File: src/clf_pkg.sv
`default_nettype none

package clf_pkg;

   // Sizing defaults for the frame store
   localparam int MAX_ROWS_DEFAULT    = 4;
   localparam int MAX_COLUMNS_DEFAULT = 20;

   // Field and register widths
   localparam int CMD_W       = 3;
   localparam int ROW_W       = 3;
   localparam int COL_W       = 5;
   localparam int POS_W       = 8;
   localparam int BYTE_W      = 8;
   localparam int CSR_INDEX_W = 1;
   localparam int CSR_DATA_W  = 5;
   localparam int GLYPH_BYTES = 8;
   localparam int GLYPH_CNT_W = 3;
   localparam int DIV_CNT_W   = 4;

   // Command codes
   localparam logic [CMD_W-1:0] CMD_CLEAR      = 3'd0;
   localparam logic [CMD_W-1:0] CMD_SET_CURSOR = 3'd1;
   localparam logic [CMD_W-1:0] CMD_PUT_CHAR   = 3'd2;
   localparam logic [CMD_W-1:0] CMD_REFRESH    = 3'd3;
   localparam logic [CMD_W-1:0] CMD_LOAD_GLYPH = 3'd4;

   // Register indexes
   localparam logic [CSR_INDEX_W-1:0] CSR_ROW_COUNT    = 1'b0;
   localparam logic [CSR_INDEX_W-1:0] CSR_COLUMN_COUNT = 1'b1;

   localparam logic [ROW_W-1:0] ROW_COUNT_RESET    = 3'd2;
   localparam logic [COL_W-1:0] COLUMN_COUNT_RESET = 5'd16;

   // Bus bytes
   localparam logic [BYTE_W-1:0] DDRAM_CMD    = 8'h80;
   localparam logic [BYTE_W-1:0] LINE1_OFFSET = 8'h40;
   localparam logic [BYTE_W-1:0] CGRAM_CMD    = 8'h40;
   localparam logic [2:0]        SLOT_MASK    = 3'h7;
   localparam logic [BYTE_W-1:0] SPACE_CHAR   = 8'h20;
   localparam logic [BYTE_W-1:0] NEWLINE_CHAR = 8'h0A;

   typedef struct packed {
      logic [CMD_W-1:0]           command;
      logic [5:0]                 column;
      logic [ROW_W-1:0]           row;
      logic [BYTE_W-1:0]          char_code;
      logic                       line_select;
      logic [2:0]                 glyph_slot;
      logic [GLYPH_BYTES*8-1:0]   glyph_rows;
   } req_type;

   typedef struct packed {
      logic [BYTE_W-1:0] lcd_byte;
      logic              is_data;
      logic              last;
   } rsp_type;

   typedef struct packed {
      logic             start;
      logic [POS_W-1:0] dividend;
      logic [COL_W-1:0] divisor;
   } div_req_type;

   typedef struct packed {
      logic             done;
      logic [POS_W-1:0] quotient;
   } div_rsp_type;

   typedef enum logic [2:0] {
      ST_IDLE,
      ST_DIVIDE,
      ST_CMD,
      ST_READ,
      ST_DATA,
      ST_GLYPH
   } state_type;

endpackage

`default_nettype wire

File: src/clf_ram.sv
`default_nettype none

module clf_ram #(
   parameter int WIDTH = 8,
   parameter int DEPTH = 80,
   localparam int ADDR_W = $clog2(DEPTH)
) (
   input  wire logic              clock,
   input  wire logic              we,
   input  wire logic [ADDR_W-1:0] waddr,
   input  wire logic [WIDTH-1:0]  wdata,
   input  wire logic              re,
   input  wire logic [ADDR_W-1:0] raddr,
   output logic      [WIDTH-1:0]  rdata
);

   logic [WIDTH-1:0] mem_ff [DEPTH];
   logic [WIDTH-1:0] rdata_ff;

   always_ff @(posedge clock) begin
      if (we) begin
         mem_ff[waddr] <= wdata;
      end
      if (re) begin
         rdata_ff <= mem_ff[raddr];
      end
   end

   assign rdata = rdata_ff;

endmodule

`default_nettype wire

File: src/clf_divider.sv
`default_nettype none

// Restoring divider, one quotient bit per cycle.
module clf_divider (
   input  wire logic                 clock,
   input  wire logic                 reset,
   input  wire clf_pkg::div_req_type div_req,
   output clf_pkg::div_rsp_type      div_rsp
);

   localparam int PW = clf_pkg::POS_W;
   localparam int CW = clf_pkg::COL_W;

   logic [clf_pkg::DIV_CNT_W-1:0] count_ff, count_in;
   logic                          done_ff, done_in;
   logic [PW-1:0]                 q_ff, q_in;
   logic [CW-1:0]                 rem_ff, rem_in;
   logic [CW-1:0]                 divisor_ff, divisor_in;
   logic [CW+1:0]                 trial;

   assign trial = {1'b0, rem_ff, q_ff[PW-1]} - {2'b00, divisor_ff};

   always_comb begin
      count_in   = count_ff;
      done_in    = 1'b0;
      q_in       = q_ff;
      rem_in     = rem_ff;
      divisor_in = divisor_ff;
      if (div_req.start) begin
         count_in   = clf_pkg::DIV_CNT_W'(PW);
         q_in       = div_req.dividend;
         rem_in     = '0;
         divisor_in = div_req.divisor;
      end else if (count_ff != '0) begin
         count_in = count_ff - 1'b1;
         done_in  = (count_ff == clf_pkg::DIV_CNT_W'(1));
         q_in     = {q_ff[PW-2:0], ~trial[CW+1]};
         // remainder stays below the divisor, so the top bit is always clear
         rem_in   = trial[CW+1] ? {rem_ff[CW-2:0], q_ff[PW-1]} : trial[CW-1:0];
      end
   end

   always_ff @(posedge clock) begin
      if (reset) begin
         count_ff <= '0;
         done_ff  <= 1'b0;
      end else begin
         count_ff <= count_in;
         done_ff  <= done_in;
      end
      q_ff       <= q_in;
      rem_ff     <= rem_in;
      divisor_ff <= divisor_in;
   end

   assign div_rsp.done     = done_ff;
   assign div_rsp.quotient = q_ff;

endmodule

`default_nettype wire

File: src/char_lcd_frame_refresh.sv
`default_nettype none

// Channel   Ports                               Moves
// -------   ---------------------------------   -------------------------------
// request   req_valid / req_ready / req_data    one command item in
// response  rsp_valid / rsp_ready / rsp_data    one LCD bus byte item out
// config    csr_write_enable / csr_index / csr_data   row and column count writes
//
// Clear, set cursor and plain put char complete in the idle state; a newline
// runs the 8-step divider between issue and finish. Refresh line starts, then
// sends the command byte and, per row byte, a frame store read, then the output
// register; a line has up to 40 row bytes. Load glyph sends the command byte, then 8.
// Per-entry valid bits make the store read as spaces after reset.
// A stalled rsp_ready holds the sequencer on its current byte.
module char_lcd_frame_refresh #(
   parameter int MAX_ROWS    = clf_pkg::MAX_ROWS_DEFAULT,
   parameter int MAX_COLUMNS = clf_pkg::MAX_COLUMNS_DEFAULT
) (
   input  wire logic                             clock,
   input  wire logic                             reset,
   input  wire logic                             csr_write_enable,
   input  wire logic [clf_pkg::CSR_INDEX_W-1:0]  csr_index,
   input  wire logic [clf_pkg::CSR_DATA_W-1:0]   csr_data,
   input  wire logic                             req_valid,
   output logic                                  req_ready,
   input  wire clf_pkg::req_type                 req_data,
   output logic                                  rsp_valid,
   input  wire logic                             rsp_ready,
   output clf_pkg::rsp_type                      rsp_data
);

   localparam int DEPTH  = MAX_ROWS * MAX_COLUMNS;
   localparam int ADDR_W = $clog2(DEPTH);
   localparam int RW     = clf_pkg::ROW_W;
   localparam int CW     = clf_pkg::COL_W;
   localparam int PW     = clf_pkg::POS_W;
   localparam int BW     = clf_pkg::BYTE_W;
   localparam int NP_W   = PW + CW;        // (quotient + 1) * columns
   localparam int MUL_W  = 2 + CW;         // row index times columns

   // configuration
   logic [RW-1:0] row_count_ff;
   logic [CW-1:0] column_count_ff;
   logic [RW-1:0] rows_eff;
   logic [CW-1:0] cols_eff;

   always_ff @(posedge clock) begin
      if (reset) begin
         row_count_ff    <= clf_pkg::ROW_COUNT_RESET;
         column_count_ff <= clf_pkg::COLUMN_COUNT_RESET;
      end else if (csr_write_enable) begin
         case (csr_index)
            clf_pkg::CSR_ROW_COUNT:    row_count_ff    <= csr_data[RW-1:0];
            clf_pkg::CSR_COLUMN_COUNT: column_count_ff <= csr_data;
            default: ;
         endcase
      end
   end

   // clamp to 1..max before any use
   always_comb begin
      rows_eff = row_count_ff;
      if (row_count_ff == '0) rows_eff = RW'(1);
      else if (row_count_ff > RW'(MAX_ROWS)) rows_eff = RW'(MAX_ROWS);
      cols_eff = column_count_ff;
      if (column_count_ff == '0) cols_eff = CW'(1);
      else if (column_count_ff > CW'(MAX_COLUMNS)) cols_eff = CW'(MAX_COLUMNS);
   end

   // sequencer state
   clf_pkg::state_type      state_ff, state_in;
   logic [PW-1:0]           cursor_ff, cursor_in;
   logic                    stopped_ff, stopped_in;
   logic [BW-1:0]           cmd_byte_ff, cmd_byte_in;
   logic                    glyph_ff, glyph_in;
   logic [1:0]              row_ff, row_in;
   logic [CW-1:0]           col_ff, col_in;
   logic [ADDR_W-1:0]       addr_ff, addr_in;
   logic [clf_pkg::GLYPH_BYTES*8-1:0] shift_ff, shift_in;
   logic [clf_pkg::GLYPH_CNT_W-1:0]   gcount_ff, gcount_in;

   // output register
   logic                    rsp_valid_ff, rsp_valid_in;
   clf_pkg::rsp_type        rsp_data_ff, rsp_data_in;
   logic                    out_free;
   logic                    load_rsp;
   clf_pkg::rsp_type        load_value;

   // frame store
   logic                    valid_ff [DEPTH];
   logic                    rd_valid_ff;
   logic                    clear_store;
   logic                    ram_we, ram_re;
   logic [BW-1:0]           ram_rdata;
   logic [BW-1:0]           store_byte;

   // divider
   clf_pkg::div_req_type    div_req;
   clf_pkg::div_rsp_type    div_rsp;

   // arithmetic
   logic [PW-1:0]           limit;
   logic [PW-1:0]           set_pos;
   logic [NP_W-1:0]         np;
   logic [PW-1:0]           np_sat;
   logic [1:0]              next_row;
   logic                    second_row;
   logic                    col_last;
   logic [ADDR_W-1:0]       next_base;
   logic [MUL_W-1:0]        base_mul;

   assign limit   = {{(PW-RW){1'b0}}, rows_eff} * {{(PW-CW){1'b0}}, cols_eff};
   assign set_pos = {2'b00, req_data.column}
                  + ({{(PW-RW){1'b0}}, req_data.row} * {{(PW-CW){1'b0}}, cols_eff});
   assign np      = ({{CW{1'b0}}, div_rsp.quotient} + NP_W'(1))
                  * {{PW{1'b0}}, cols_eff};
   assign np_sat  = (np > NP_W'(255)) ? {PW{1'b1}} : np[PW-1:0];

   // rows 2 and 3 follow rows 0 and 1 on the same controller line
   assign next_row   = row_ff + 2'd2;
   assign second_row = !row_ff[1] && ({1'b0, row_ff} + 3'd3 <= rows_eff);
   assign col_last   = (col_ff == cols_eff - 1'b1);
   assign base_mul   = {{CW{1'b0}}, next_row} * {2'b00, cols_eff};
   assign next_base  = ADDR_W'(base_mul);

   assign out_free   = !rsp_valid_ff || rsp_ready;
   assign store_byte = rd_valid_ff ? ram_rdata : clf_pkg::SPACE_CHAR;
   assign req_ready  = (state_ff == clf_pkg::ST_IDLE);

   always_comb begin
      state_in         = state_ff;
      cursor_in        = cursor_ff;
      stopped_in       = stopped_ff;
      cmd_byte_in      = cmd_byte_ff;
      glyph_in         = glyph_ff;
      row_in           = row_ff;
      col_in           = col_ff;
      addr_in          = addr_ff;
      shift_in         = shift_ff;
      gcount_in        = gcount_ff;
      load_rsp         = 1'b0;
      load_value       = '0;
      clear_store      = 1'b0;
      ram_we           = 1'b0;
      ram_re           = 1'b0;
      div_req.start    = 1'b0;
      div_req.dividend = cursor_ff;
      div_req.divisor  = cols_eff;

      case (state_ff)
         clf_pkg::ST_IDLE: begin
            col_in = '0;
            if (req_valid) begin
               case (req_data.command)
                  clf_pkg::CMD_CLEAR: begin
                     clear_store = 1'b1;
                  end
                  clf_pkg::CMD_SET_CURSOR: begin
                     cursor_in  = set_pos;
                     stopped_in = 1'b0;
                  end
                  clf_pkg::CMD_PUT_CHAR: begin
                     if (!stopped_ff) begin
                        if (req_data.char_code == clf_pkg::NEWLINE_CHAR) begin
                           div_req.start = 1'b1;
                           state_in      = clf_pkg::ST_DIVIDE;
                        end else if (cursor_ff >= limit) begin
                           stopped_in = 1'b1;
                        end else begin
                           ram_we    = 1'b1;
                           cursor_in = cursor_ff + 1'b1;
                        end
                     end
                  end
                  clf_pkg::CMD_REFRESH: begin
                     glyph_in = 1'b0;
                     if (!req_data.line_select) begin
                        cmd_byte_in = clf_pkg::DDRAM_CMD;
                        row_in      = 2'd0;
                        addr_in     = '0;
                        state_in    = clf_pkg::ST_CMD;
                     end else if (rows_eff >= RW'(2)) begin
                        // line 1 exists only with two or more rows
                        cmd_byte_in = clf_pkg::DDRAM_CMD | clf_pkg::LINE1_OFFSET;
                        row_in      = 2'd1;
                        addr_in     = ADDR_W'(cols_eff);
                        state_in    = clf_pkg::ST_CMD;
                     end
                  end
                  clf_pkg::CMD_LOAD_GLYPH: begin
                     glyph_in    = 1'b1;
                     cmd_byte_in = clf_pkg::CGRAM_CMD
                                 | {2'b00, req_data.glyph_slot & clf_pkg::SLOT_MASK, 3'b000};
                     shift_in    = req_data.glyph_rows;
                     gcount_in   = '0;
                     state_in    = clf_pkg::ST_CMD;
                  end
                  default: ;
               endcase
            end
         end

         clf_pkg::ST_DIVIDE: begin
            if (div_rsp.done) begin
               cursor_in = np_sat;
               state_in  = clf_pkg::ST_IDLE;
            end
         end

         clf_pkg::ST_CMD: begin
            if (out_free) begin
               load_rsp            = 1'b1;
               load_value.lcd_byte = cmd_byte_ff;
               load_value.is_data  = 1'b0;
               load_value.last     = 1'b0;
               state_in = glyph_ff ? clf_pkg::ST_GLYPH : clf_pkg::ST_READ;
            end
         end

         clf_pkg::ST_READ: begin
            ram_re   = 1'b1;
            state_in = clf_pkg::ST_DATA;
         end

         clf_pkg::ST_DATA: begin
            if (out_free) begin
               load_rsp            = 1'b1;
               load_value.lcd_byte = store_byte;
               load_value.is_data  = 1'b1;
               load_value.last     = col_last && !second_row;
               if (col_last) begin
                  if (second_row) begin
                     row_in   = next_row;
                     col_in   = '0;
                     addr_in  = next_base;
                     state_in = clf_pkg::ST_READ;
                  end else begin
                     state_in = clf_pkg::ST_IDLE;
                  end
               end else begin
                  col_in   = col_ff + 1'b1;
                  addr_in  = addr_ff + 1'b1;
                  state_in = clf_pkg::ST_READ;
               end
            end
         end

         clf_pkg::ST_GLYPH: begin
            if (out_free) begin
               load_rsp            = 1'b1;
               load_value.lcd_byte = shift_ff[7:0];
               load_value.is_data  = 1'b1;
               load_value.last     =
                  (gcount_ff == clf_pkg::GLYPH_CNT_W'(clf_pkg::GLYPH_BYTES - 1));
               shift_in  = shift_ff >> 8;
               gcount_in = gcount_ff + 1'b1;
               if (load_value.last) begin
                  state_in = clf_pkg::ST_IDLE;
               end
            end
         end

         default: begin
            state_in = clf_pkg::ST_IDLE;
         end
      endcase
   end

   always_comb begin
      rsp_valid_in = rsp_valid_ff;
      rsp_data_in  = rsp_data_ff;
      if (load_rsp) begin
         rsp_valid_in = 1'b1;
         rsp_data_in  = load_value;
      end else if (rsp_ready) begin
         rsp_valid_in = 1'b0;
      end
   end

   always_ff @(posedge clock) begin
      if (reset) begin
         state_ff     <= clf_pkg::ST_IDLE;
         cursor_ff    <= '0;
         stopped_ff   <= 1'b0;
         rsp_valid_ff <= 1'b0;
      end else begin
         state_ff     <= state_in;
         cursor_ff    <= cursor_in;
         stopped_ff   <= stopped_in;
         rsp_valid_ff <= rsp_valid_in;
      end
      cmd_byte_ff <= cmd_byte_in;
      glyph_ff    <= glyph_in;
      row_ff      <= row_in;
      col_ff      <= col_in;
      addr_ff     <= addr_in;
      shift_ff    <= shift_in;
      gcount_ff   <= gcount_in;
      rsp_data_ff <= rsp_data_in;
   end

   // valid bits: a cleared entry reads as a space
   always_ff @(posedge clock) begin
      if (reset || clear_store) begin
         for (int i = 0; i < DEPTH; i++) begin
            valid_ff[i] <= 1'b0;
         end
      end else if (ram_we) begin
         valid_ff[cursor_ff[ADDR_W-1:0]] <= 1'b1;
      end
   end

   always_ff @(posedge clock) begin
      if (ram_re) begin
         rd_valid_ff <= valid_ff[addr_ff];
      end
   end

   clf_ram #(
      .WIDTH (BW),
      .DEPTH (DEPTH)
   ) u_store (
      .clock (clock),
      .we    (ram_we),
      .waddr (cursor_ff[ADDR_W-1:0]),
      .wdata (req_data.char_code),
      .re    (ram_re),
      .raddr (addr_ff),
      .rdata (ram_rdata)
   );

   clf_divider u_divider (
      .clock   (clock),
      .reset   (reset),
      .div_req (div_req),
      .div_rsp (div_rsp)
   );

   assign rsp_valid = rsp_valid_ff;
   assign rsp_data  = rsp_data_ff;

endmodule

`default_nettype wire

File: config.mk
export PLATFORM = sky130hd
export DESIGN_NAME = char_lcd_frame_refresh
export DESIGN_NICKNAME = d
export VERILOG_FILES = /design/src/clf_pkg.sv /design/src/clf_ram.sv /design/src/clf_divider.sv /design/src/char_lcd_frame_refresh.sv
export SDC_FILE = /design/constraint.sdc
export NUM_CORES = 1
export LEC_CHECK = 0
export BUFFER_PORTS_ARGS = -buffer_cell sky130_fd_sc_hd__clkbuf_2
export CORE_ASPECT_RATIO = 0.9
export CORE_UTILIZATION = 45
export CTS_CLUSTER_SIZE = 40
export DETAILED_ROUTE_END_ITERATION = 8
export GPL_ROUTABILITY_DRIVEN = 0
export MAX_ROUTING_LAYER = met4
export PLACE_DENSITY = 0.61
export REMOVE_ABC_BUFFERS = 1
export SYNTH_ARGS = -nofsm -noshare
export SYNTH_HDL_FRONTEND = slang
export SYNTH_HIERARCHICAL = 1
export SYNTH_SLANG_ARGS = --single-unit
File: constraint.sdc
create_clock -name clock -period 13.18 [get_ports clock]
set_input_delay 0.659 -clock clock [delete_from_list [all_inputs] [get_ports clock]]
set_output_delay 0.659 -clock clock [all_outputs]
set_load 0.05 [all_outputs]
==> impl_metrics.csv, run 1 <==
group,metric,value,unit
outcome,outcome,"complete, no violations",
die,pin_count,111,
clock_network,numCtsBuffers,91,
critical_path,worst-setup-path-type,"flop to flop",
pwr,ir_drop,0.116,mV
synthesis,yosys.cell_count.top_type,"edfxtp_1",
pwr,p_leak,15.6,nW
critical_path,cp_slowest_cell,"dfxtp_1",
timing,period_needed,6.96,ns
place,dp.cells,3728,
timing,tightest_slew,1.27,ns
pwr,powerDensity,150,nW/um2
global_routing,track_usage,0.230,
synthesis,yosysSeqAreaShare,0.653,
synthesis,netlist_instances,2556,
critical_path,cp_max_fo,26,
synthesis,netlist_area,39800,um2
synthesis,synth_area_per_cell,15.6,um2
route,drt_wl_total,99300,um
global_routing,overflow,0,
timing,maxSlewHeadroom,0.148,
critical_path,end_kind,"flop",
place,port-buffer-count,110,
synthesis,yosysWarnings,6,
clock_network,cts-resized-gates,0,
cells_and_area,layout-drive-gt1-share,0.211,
timing,rsz0062_at_grt,"no",
die,num_rows,103,
synthesis,synthTopCellsByArea,"edfxtp_1 (57%), mux4_2 (11%), dfxtp_1 (8.0%)",
synthesis,synth_common_cells,"edfxtp_1 (759), nand2_1 (197), mux4_2 (192)",
route,drtIter0Drc,2258,
cells_and_area,fin_cells,3898,
synthesis,synth_seq_cells,918,
cells_and_area,area_growth,12.1,%
clock_network,cts.sinks,918,
cells_and_area,diodes,0,
global_routing,grt_pass1_vias,23305,
route,drt-pass1-iter-count,8,
cells_and_area,final_nets,2868,
synthesis,synth_cell_type_count,81,
route,post_drt_via_cell_ratio,5.90,
critical_path,cp.required,13.46,ns
place,dpl_worst_slack,6.25,ns
synthesis,yosys_most_used_dff,"edfxtp_1",
synthesis,async_reset_ff_frac,0,
clock_network,cts_tree,"built",
clock_network,clock_latency,0.67,ns
place,dp_hpwl,63800,um
die,die_width,315,um
route,vias,23005,
global_routing,grt_pass1_wl,149000,um
critical_path,critPathArrivalTime,7.24,ns
route,wl_per_cell,25.5,um
critical_path,worstPathCellList,"a21oi_1 > inv_1 > nand2_1 > fa_1 > inv_1 > ha_1 > a21o_1 > a21oi_1 > o21bai_1 > a21oi_1 > ha_1 > a21oi_1 > o21a_1 > o311ai_0 > or2_1 > inv_2 > nand3_1 > nor2_1",
route,postRouteAntennaNets,0,
synthesis,synth_edf_count,759,
clock_network,clockBufferDepth,3,
route,drc,0,
timing,final-setup-viol-count,0,
timing,finalMaxSlewViolations,0,
synthesis,yosysTopAreaCell,"edfxtp_1",
timing,fin_crit_sh,0.528,
critical_path,cp_slowest_stage_delay,0.92,ns
clock_network,htreeDepth,3,
clock_network,post-cts-setup-buffers,0,
worst_hold_path,hold_class,"primary input to flop",
cells_and_area,fill_cells,7200,
clock_network,root_buffer,"clkbuf_16",
die,coreArea,87600,um2
die,dieArea,89500,um2
timing,finClkSkew,0.0197,ns
critical_path,path_delay_family,"simple AND/OR/NAND/NOR gates",
synthesis,synth_top_area_share,0.573,
die,fp.dieH,284,um
clock_network,cts_hold_buf,0,
critical_path,path_buf_inv,3,
clock_network,clkTransAtPathRegs,0.06,ns
timing,max_freq,0.144,GHz
critical_path,path_common_cell,"a21oi_1",
die,initial_core_util,0.454,
critical_path,cp-start-kind,"flop",
timing,setup_tns,0,ns
global_routing,antenna_found_initial,0,
global_routing,grt_max_degree,146,
timing,setup_ws,6.22,ns
job,cap_viol_max_count,0,
timing,finalHoldViolCount,0,
[layer usage]
layer | GRT usage | vias up | routed length [um]
met3 | 0.0449 | 173 | 7890
li1 | - | 10063 | -
met2 | 0.348 | 1006 | 46600
met5 | - | - | 0
met4 | 0.0739 | 0 | 3010
met1 | 0.314 | 11763 | 41800
[worst reg2reg max path: stages (launching register included)]
cell and delay (ns):
dfxtp_1 0.92, a21oi_1 0.43, inv_1 0.46, nand2_1 0.15, fa_1 0.60, inv_1 0.06, ha_1 0.29, a21o_1 0.17
a21oi_1 0.21, o21bai_1 0.09, a21oi_1 0.15, ha_1 0.27, a21oi_1 0.16, o21a_1 0.15, o311ai_0 0.17, or2_1 0.40
inv_2 0.24, nand3_1 0.79, nor2_1 0.89
[final cells by class]
class / count / area (um2) / area share
Sequential cell: 918 / 26000 / 0.583
Multi-Input combinational cell: 1421 / 12900 / 0.289
Clock buffer: 117 / 2490 / 0.0559
Tap cell: 1155 / 1450 / 0.0324
Timing Repair Buffer: 143 / 823 / 0.0185
Clock inverter: 53 / 606 / 0.0136
Inverter: 91 / 342 / 0.00767
[metrics by stage]
stage	utilization	hold slack, ns	total power [mW]	cell area (um2)
after floorplan	-	0.397	3.83	39200
final	0.508	0.256	6.66	44600
after global placement	0.473	0.407	4.06	41500
after detailed placement	0.473	0.413	4.07	41500
after CTS	0.508	0.226	6.72	44600
after global routing	0.508	0.244	6.91	44600
[final timing paths]
check,from,endpoint,slack (ns),cells after the start
max,column_count_ff[4],u_store/mem_ff[33][1],6.22,18
min,csr_data[4],column_count_ff[4],0.26,3
max reg2reg,column_count_ff[4],u_store/mem_ff[33][1],6.22,18
min reg2reg,valid_ff[97],valid_ff[97],0.43,1
[cells by family (layout without fill, tap and decap cells)]
logic type,after synthesis,after routing,share of synthesized area
mux,311,311,0.141
simple gates,600,600,0.0717
flops,918,918,0.653
compound gates,360,360,0.0608
xor+xnor,47,47,0.0107
fa+ha+maj,103,103,0.0388
buf+inv,217,404,0.0237
[state kept, by name, indices dropped and copies added (netlist names), 2 cells and up]
register              cells
rsp_data                 10
row_count_ff              3
col_ff                    5
shift_ff                 64
column_count_ff           5
valid_ff                128
gcount_ff                 3
addr_ff                   7
u_store/rdata             8
u_divider/divisor_ff      5
u_store/mem_ff          640
cursor_ff                 8
u_divider/rem_ff          5
u_divider/count_ff        4
cmd_byte_ff               5
u_divider/q_ff            8
state_ff                  3
row_ff                    2
[power breakdown]
| part | switching [mW] | total, mW | internal (mW) |
|---|---|---|---|
| registers | 0.0453 | 3.24 | 3.19 |
| clock network | 1.13 | 2.65 | 1.53 |
| logic | 0.477 | 0.773 | 0.296 |
[cell usage in the layout (no fill, tap or decap), drive strengths merged, types with 52 or more instances in the layout]
cell,synthesis,final
a21o,54,54
nand2,197,197
mux4,192,192
dfxtp,159,159
a22oi,52,52
nor2,177,177
mux2,70,70
inv,90,94
edfxtp,759,759
clkbuf,60,224
o21ai,100,100
ha,69,69
Note: power is estimated with default switching activity, not from simulation.
==> run 2, diff against run 1 <==
clock period = 6.7 ns   (was 13.18 ns; I/O delays follow)
==> run 2 against run 1 <==
  * Setup slack worse by 5.9 ns
  * Wire length barely moved
  * Clock skew up 0.025 ns
  * Non-clock buffer count rose by 115
  * Critical path type unchanged
  * Die area did not move
  * Fmax up 9.6%
  * Clock power grew 100%
  * Largest cell class unchanged
  * Count of clock-buffer cells in the layout shrank 4
==> impl_metrics.csv, run 2 (synthesized netlist as in run 1, its figures left out) <==
group,metric,value,unit
clock_network,clockBufferDepth,3,
cells_and_area,diodes,0,
clock_network,cts_tree,"built",
timing,finClkSkew,0.0443,ns
cells_and_area,area_growth,15.0,%
worst_hold_path,hold_class,"primary input to flop",
place,port-buffer-count,110,
route,drc,0,
timing,fin_crit_sh,0.948,
cells_and_area,largestRegisters,"u_store/mem_ff: 640 flops, valid_ff: 128 flops, shift_ff: 64 flops",
die,die_width,315,um
cells_and_area,layout_commonest_cell,"edfxtp_1",
critical_path,worstPathCellList,"o21ai_1 > a21o_1 > nand2_1 > fa_1 > inv_1 > ha_1 > inv_1 > fa_1 > inv_1 > a21o_1 > a21oi_1 > xor2_1 > ha_1 > o2111ai_1 > o311ai_0 > or2_1 > inv_2 > nor2b_1 > nand3_1 > nor2_1",
critical_path,cp_slowest_stage_delay,0.78,ns
critical_path,ff2ff_setup_slack,0.35,ns
critical_path,end_kind,"flop",
timing,setup_tns,0,ns
die,pin_count,111,
cells_and_area,layout_common_cells,"edfxtp_1 (759), nand2_1 (196), mux4_2 (192)",
worst_hold_path,hp-start,"csr_write_enable",
timing,maxSlewHeadroom,0.205,
timing,finalHoldViolCount,0,
clock_network,root_buffer,"clkbuf_16",
cells_and_area,top_register,"u_store/mem_ff",
pwr,comb_power_share,0.119,
route,met2_length,47700,um
die,dieArea,89500,um2
timing,finalMaxSlewViolations,0,
cells_and_area,seq_area,26000,um2
route,met3_length,7630,um
die,coreArea,87600,um2
pwr,p_int,10.0,mW
route,wl_per_cell,24.7,um
route,drt_wl_total,99200,um
global_routing,antenna_found_initial,2,
route,wl_met1,41500,um
global_routing,grt_pass1_wl,150000,um
pwr,power.switching,3.29,mW
clock_network,clkTransAtPathRegs,0.06,ns
critical_path,cp.required,7.01,ns
critical_path,worst-setup-path-type,"flop to flop",
die,initial_core_util,0.454,
critical_path,worstReg2RegEnd,"u_store/mem_ff[62][5]",
global_routing,track_usage,0.231,
cells_and_area,layout-drive-gt1-share,0.215,
critical_path,r2r_start,"column_count_ff[3]",
critical_path,cp_slowest_cell,"nor2_1",
clock_network,clock_latency,0.68,ns
pwr,powerDensity,291,nW/um2
clock_network,htreeDepth,3,
cells_and_area,fill_cells,7069,
outcome,outcome,"complete, no violations",
critical_path,reg2reg_depth,20,
timing,period_needed,6.35,ns
timing,tightest_slew,1.19,ns
global_routing,grt_max_degree,127,
route,drtIter0Drc,2559,
die,fp.dieH,284,um
global_routing,overflow,0,
route,highest_layer,"met4",
pwr,switching_share,0.247,
worst_hold_path,holdPathEnd,"column_count_ff[2]",
critical_path,critPathArrivalTime,6.66,ns
critical_path,path_common_cell,"inv_1",
route,vias,23563,
clock_network,cts.sinks,918,
job,cap_viol_max_count,0,
critical_path,cp-start-kind,"flop",
critical_path,cp_max_fo,13,
clock_network,numCtsBuffers,92,
die,num_rows,103,
place,dp_hpwl,62600,um
route,post_drt_via_cell_ratio,5.87,
timing,final-setup-viol-count,0,
pwr,p_seq_frac,0.479,
place,dp.cells,3766,
timing,setup_ws,0.349,ns
cells_and_area,largest_register_ffs,640,
cells_and_area,fin_cells,4013,
cells_and_area,multiInputGateArea,12900,um2
pwr,ir_drop,0.280,mV
critical_path,path_delay_family,"simple AND/OR/NAND/NOR gates",
global_routing,grt_pass1_vias,24163,
pwr,p_leak,16.1,nW
route,postRouteAntennaNets,0,
worst_hold_path,min_path_cells,3,
pwr,p_clk_frac,0.402,
critical_path,path_buf_inv,4,
cells_and_area,final_nets,2984,
timing,rsz0062_at_grt,"yes",
place,dpl_worst_slack,0.484,ns
route,drt-pass1-iter-count,9,
timing,max_freq,0.157,GHz
==> run 2: cell types whose count changed in the layout (fill, tap and decap cells not counted), sizes merged <==
cell         before  now
buf              36   74
bufinv            9   13
clkbuf          224  220
clkinvlp          7    8
dlygate4sd3       0   77
inv              94   93
==> run 2: area by class of cell <==
class,instances,area share
clock buffers,113,0.0532
clock inverters,57,0.0166
inverters,91,0.00747
multi-input cells,1421,0.282
flip-flops and latches,918,0.568
well taps,1155,0.0316
repair buffers,258,0.0408
==> run 2: worst max-delay path by stage <==
stage                             startpoint                     to  slack (ns)  cells past startpoint
after global placement    column_count_ff[1]  u_store/mem_ff[22][1]        0.71                     20
after global routing      column_count_ff[4]  u_store/mem_ff[38][4]       -0.02                     21
after CTS                 column_count_ff[3]  u_store/mem_ff[70][2]        0.48                     20
after detailed placement  column_count_ff[3]   u_store/mem_ff[6][2]        0.48                     20
final                     column_count_ff[3]  u_store/mem_ff[62][5]        0.35                     20
after floorplan                   addr_ff[2]            rd_valid_ff       -0.51                      6
==> run 2: timing repair <==
action                                  in CTS  in global routing
hold buffers                                77                  0
gates resized for setup                      0                  2
hold endpoints to repair                    77                  0
buffers inserted                             0                  0
endpoints found under the setup margin       0                 12
==> run 2: power by group through the flow <==
stage	sequential (mW)	clock (mW)	combinational [mW]
global placement	6.49	0	1.49
detailed placement	6.50	0	1.53
CTS	6.37	5.45	1.58
floorplan	6.50	0	1.03
finish	6.38	5.36	1.58
global route	6.38	5.65	1.75
==> run 2: worst reg2reg max path, stage by stage, from the launching register on <==
cell and delay (ns):
dfxtp_1 0.37, o21ai_1 0.25, a21o_1 0.49, nand2_1 0.15, fa_1 0.56, inv_1 0.05, ha_1 0.20, inv_1 0.07
fa_1 0.20, inv_1 0.05, a21o_1 0.16, a21oi_1 0.17, xor2_1 0.19, ha_1 0.26, o2111ai_1 0.24, o311ai_0 0.22
or2_1 0.41, inv_2 0.13, nor2b_1 0.35, nand3_1 0.68, nor2_1 0.79
==> run 2: stage by stage <==
| step | hold WS, ns | total power [mW] | cell area (um2) | utilization |
|---|---|---|---|---|
| 2_1_floorplan | 0.397 | 7.53 | 39200 | - |
| 3_3_place_gp | 0.406 | 7.98 | 41700 | 0.476 |
| 3_5_place_dp | 0.412 | 8.03 | 41700 | 0.476 |
| 4_1_cts | 0.00532 | 13.4 | 45700 | 0.521 |
| 5_1_grt | 0.0322 | 13.8 | 45700 | 0.522 |
| 6_report | 0.0484 | 13.3 | 45700 | 0.522 |
==> run 2: metal layers <==
metal	vias up	global-route usage
li1	10302	-
met1	12109	0.317
met2	993	0.358
met3	159	0.0393
met4	0	0.0583
met5	-	-
==> run 3, diff against run 2 <==
ABC_AREA = 1   (was not set)
==> run 3 against run 2 <==
  * Highest routed layer unchanged
  * Critical endpoint is now u_store/mem_ff[63][2]
  * Flip-flop and latch count did not move
  * Wire length rose by 16%
  * Non-clock buffer count fell by 36
  * Area after synthesis rose by 6.8%
  * Utilization fell by 1.1 points
  * Final area rose by 4.2%
==> impl_metrics.csv, run 3 <==
group,metric,value,unit
timing,maxSlewHeadroom,0.270,
clock_network,cts-resized-gates,0,
die,coreArea,93200,um2
global_routing,grt_use_met1,0.353,
die,pin_count,111,
pwr,ir_drop,0.395,mV
synthesis,yosysWarnings,6,
route,post_drt_via_cell_ratio,5.43,
place,dp.cells,5416,
timing,tightest_slew,1.09,ns
cells_and_area,layout_common_cells,"nand2_1 (1289), edfxtp_1 (759), nand3_1 (573)",
global_routing,grt_max_degree,175,
clock_network,root_buffer,"clkbuf_16",
critical_path,worstPathCellList,"inv_2 > nor2_1 > nand2_1 > nand2_1 > nand2_2 > nand2_1 > fa_1 > inv_1 > ha_1 > inv_1 > fa_1 > o21ai_0 > xnor2_1 > ha_1 > nand2_1 > nor2_1 > nand4_1 > nand3_1 > nor2_4 > nand2_1 > nor2_1",
global_routing,top_usage_layer,"met2",
global_routing,grt.met2_usage,0.366,
route,drc,0,
timing,finClkSkew,0.0396,ns
synthesis,synth_top_area_share,0.537,
global_routing,antenna_found_initial,2,
timing,holdWs,0.0268,ns
job,cap_viol_max_count,0,
critical_path,critPathArrivalTime,6.10,ns
route,drtIter0Drc,3382,
timing,finalHoldViolCount,0,
synthesis,synth_edf_count,759,
global_routing,overflow,0,
synthesis,synth_common_cells,"nand2_1 (1289), edfxtp_1 (759), nand3_1 (573)",
timing,rsz0062_at_grt,"no",
timing,fin_crit_sh,0.867,
critical_path,path_buf_inv,3,
synthesis,yosysTopAreaCell,"edfxtp_1",
global_routing,track_usage,0.246,
synthesis,async_reset_ff_frac,0,
global_routing,grt_pass1_wl,176000,um
synthesis,synth_area_per_cell,10.0,um2
cells_and_area,largestRegisters,"u_store/mem_ff: 640 flops, valid_ff: 128 flops, shift_ff: 64 flops",
synthesis,yosysSeqAreaShare,0.611,
critical_path,cp_slowest_cell,"nor2_1",
die,die_width,326,um
critical_path,cp.required,6.99,ns
place,dp_hpwl,70100,um
critical_path,path_delay_family,"simple AND/OR/NAND/NOR gates",
clock_network,cts.sinks,918,
synthesis,synth_seq_cells,918,
die,initial_core_util,0.456,
cells_and_area,fill_cells,8405,
route,wl_per_cell,20.3,um
route,postRouteAntennaNets,0,
pwr,total_power,19.0,mW
cells_and_area,seq_area,26000,um2
cells_and_area,top_register,"u_store/mem_ff",
synthesis,synth_cell_type_count,54,
place,dpl_worst_slack,0.972,ns
timing,max_freq,0.172,GHz
synthesis,netlist_instances,4241,
die,fp.dieH,293,um
critical_path,path_common_cell,"nand2_1",
timing,final-setup-viol-count,0,
pwr,p_leak,18.2,nW
route,vias,30768,
clock_network,htreeDepth,3,
cells_and_area,final_nets,4542,
timing,finalMaxSlewViolations,0,
global_routing,grt_pass1_vias,29274,
synthesis,yosys_most_used_dff,"edfxtp_1",
die,dieArea,95600,um2
place,port-buffer-count,110,
clock_network,clock_latency,0.68,ns
outcome,outcome,"complete, no violations",
global_routing,met3_usage,0.0420,
clock_network,cts_tree,"built",
cells_and_area,multiInputGateArea,14200,um2
cells_and_area,fin_cells,5664,
critical_path,cp-start-kind,"flop",
route,drt-pass1-iter-count,6,
synthesis,synthTopCellsByArea,"edfxtp_1 (54%), nand2_1 (11%), dfxtp_1 (7.5%)",
synthesis,yosys.cell_count.top_type,"nand2_1",
critical_path,cp_max_fo,12,
clock_network,clkTransAtPathRegs,0.06,ns
die,num_rows,106,
cells_and_area,largest_register_ffs,640,
critical_path,cp_slowest_stage_delay,0.89,ns
timing,period_needed,5.81,ns
cells_and_area,area_growth,12.1,%
timing,setup_ws,0.890,ns
synthesis,netlist_area,42500,um2
worst_hold_path,hold_class,"primary input to flop",
cells_and_area,layout-drive-gt1-share,0.0962,
cells_and_area,layout_commonest_cell,"nand2_1",
cells_and_area,post-route-util,0.511,
route,drt_wl_total,115000,um
critical_path,end_kind,"flop",
clock_network,clockBufferDepth,3,
clock_network,numCtsBuffers,94,
critical_path,worst-setup-path-type,"flop to flop",
pwr,powerDensity,400,nW/um2
==> run 3: cell count changes after synthesis, moves of 50 or more <==
| cell | before | now |
|---|---|---|
| a21o_1 | 54 | 4 |
| a22oi_1 | 52 | 0 |
| inv_1 | 87 | 245 |
| mux2_2 | 70 | 0 |
| mux4_2 | 192 | 0 |
| nand2_1 | 197 | 1289 |
| nand3_1 | 38 | 573 |
| nor2_1 | 177 | 316 |
| o21ai_0 | 68 | 190 |
==> run 3: worst paths after layout <==
kind	to	depth (start not counted)	start	slack (ns)
max	u_store/mem_ff[63][2]	21	column_count_ff[4]	0.89
min	cmd_byte_ff[5]	3	req_data[66]	0.03
max reg2reg	u_store/mem_ff[63][2]	21	column_count_ff[4]	0.89
min reg2reg	valid_ff[94]	2	valid_ff[94]	0.43
==> run 3: kinds of logic (layout without fill, tap and decap cells) <==
group	after synthesis	count (layout)	share of synthesized area
other	0	2	0
DFF	918	918	0.611
and+or+nand+nor	2249	2249	0.221
adders and majority gates	103	103	0.0363
xor gates and xnor gates	26	26	0.00536
buffers and inverters	484	663	0.0555
AOI/OAI and AO/OA	461	461	0.0700
==> run 3: area by class of cell <==
cell class / instances / share of cell area
multi-input combinational: 2839 / 0.299
sequential: 918 / 0.546
clock buffer: 120 / 0.0523
antenna: 2 / 0.000105
clock inverter: 56 / 0.0145
inverter: 265 / 0.0212
timing repair buffer: 222 / 0.0344
tap: 1242 / 0.0326
==> run 3: report_power, final <==
part / switching (mW) / total (mW) / internal, mW
Sequential: 0.220 / 6.73 / 6.51
Clock: 2.26 / 5.45 / 3.19
Combinational: 4.96 / 6.85 / 1.89
==> run 3: routing by layer <==
layer,vias up,part of all wire,wire length (um)
li1,14631,-,-
met1,14707,0.45,52000
met2,1262,0.44,51100
met3,168,0.083,9530
met4,0,0.020,2270
met5,-,0,0
==> run 3: tightest hold or removal path, stage by stage <==
cell,delay (ns)
clkbuf_2,0.12
inv_1,0.06
nor2_1,0.09
==> run 3: repair_timing <==
| item | 4_1_cts | 5_1_grt |
|---|---|---|
| hold buffers | 70 | 0 |
| setup buffers | 0 | 0 |
| hold endpoints to repair | 72 | 0 |
==> run 3: metrics by stage <==
| step | area [um2] | setup TNS (ns) |
|---|---|---|
| after detailed placement | 43700 | 0 |
| after floorplan | 41100 | -45.07 |
| final | 47600 | 0 |
| after global routing | 47600 | 0 |
| after CTS | 47600 | 0 |
| after global placement | 43700 | 0 |
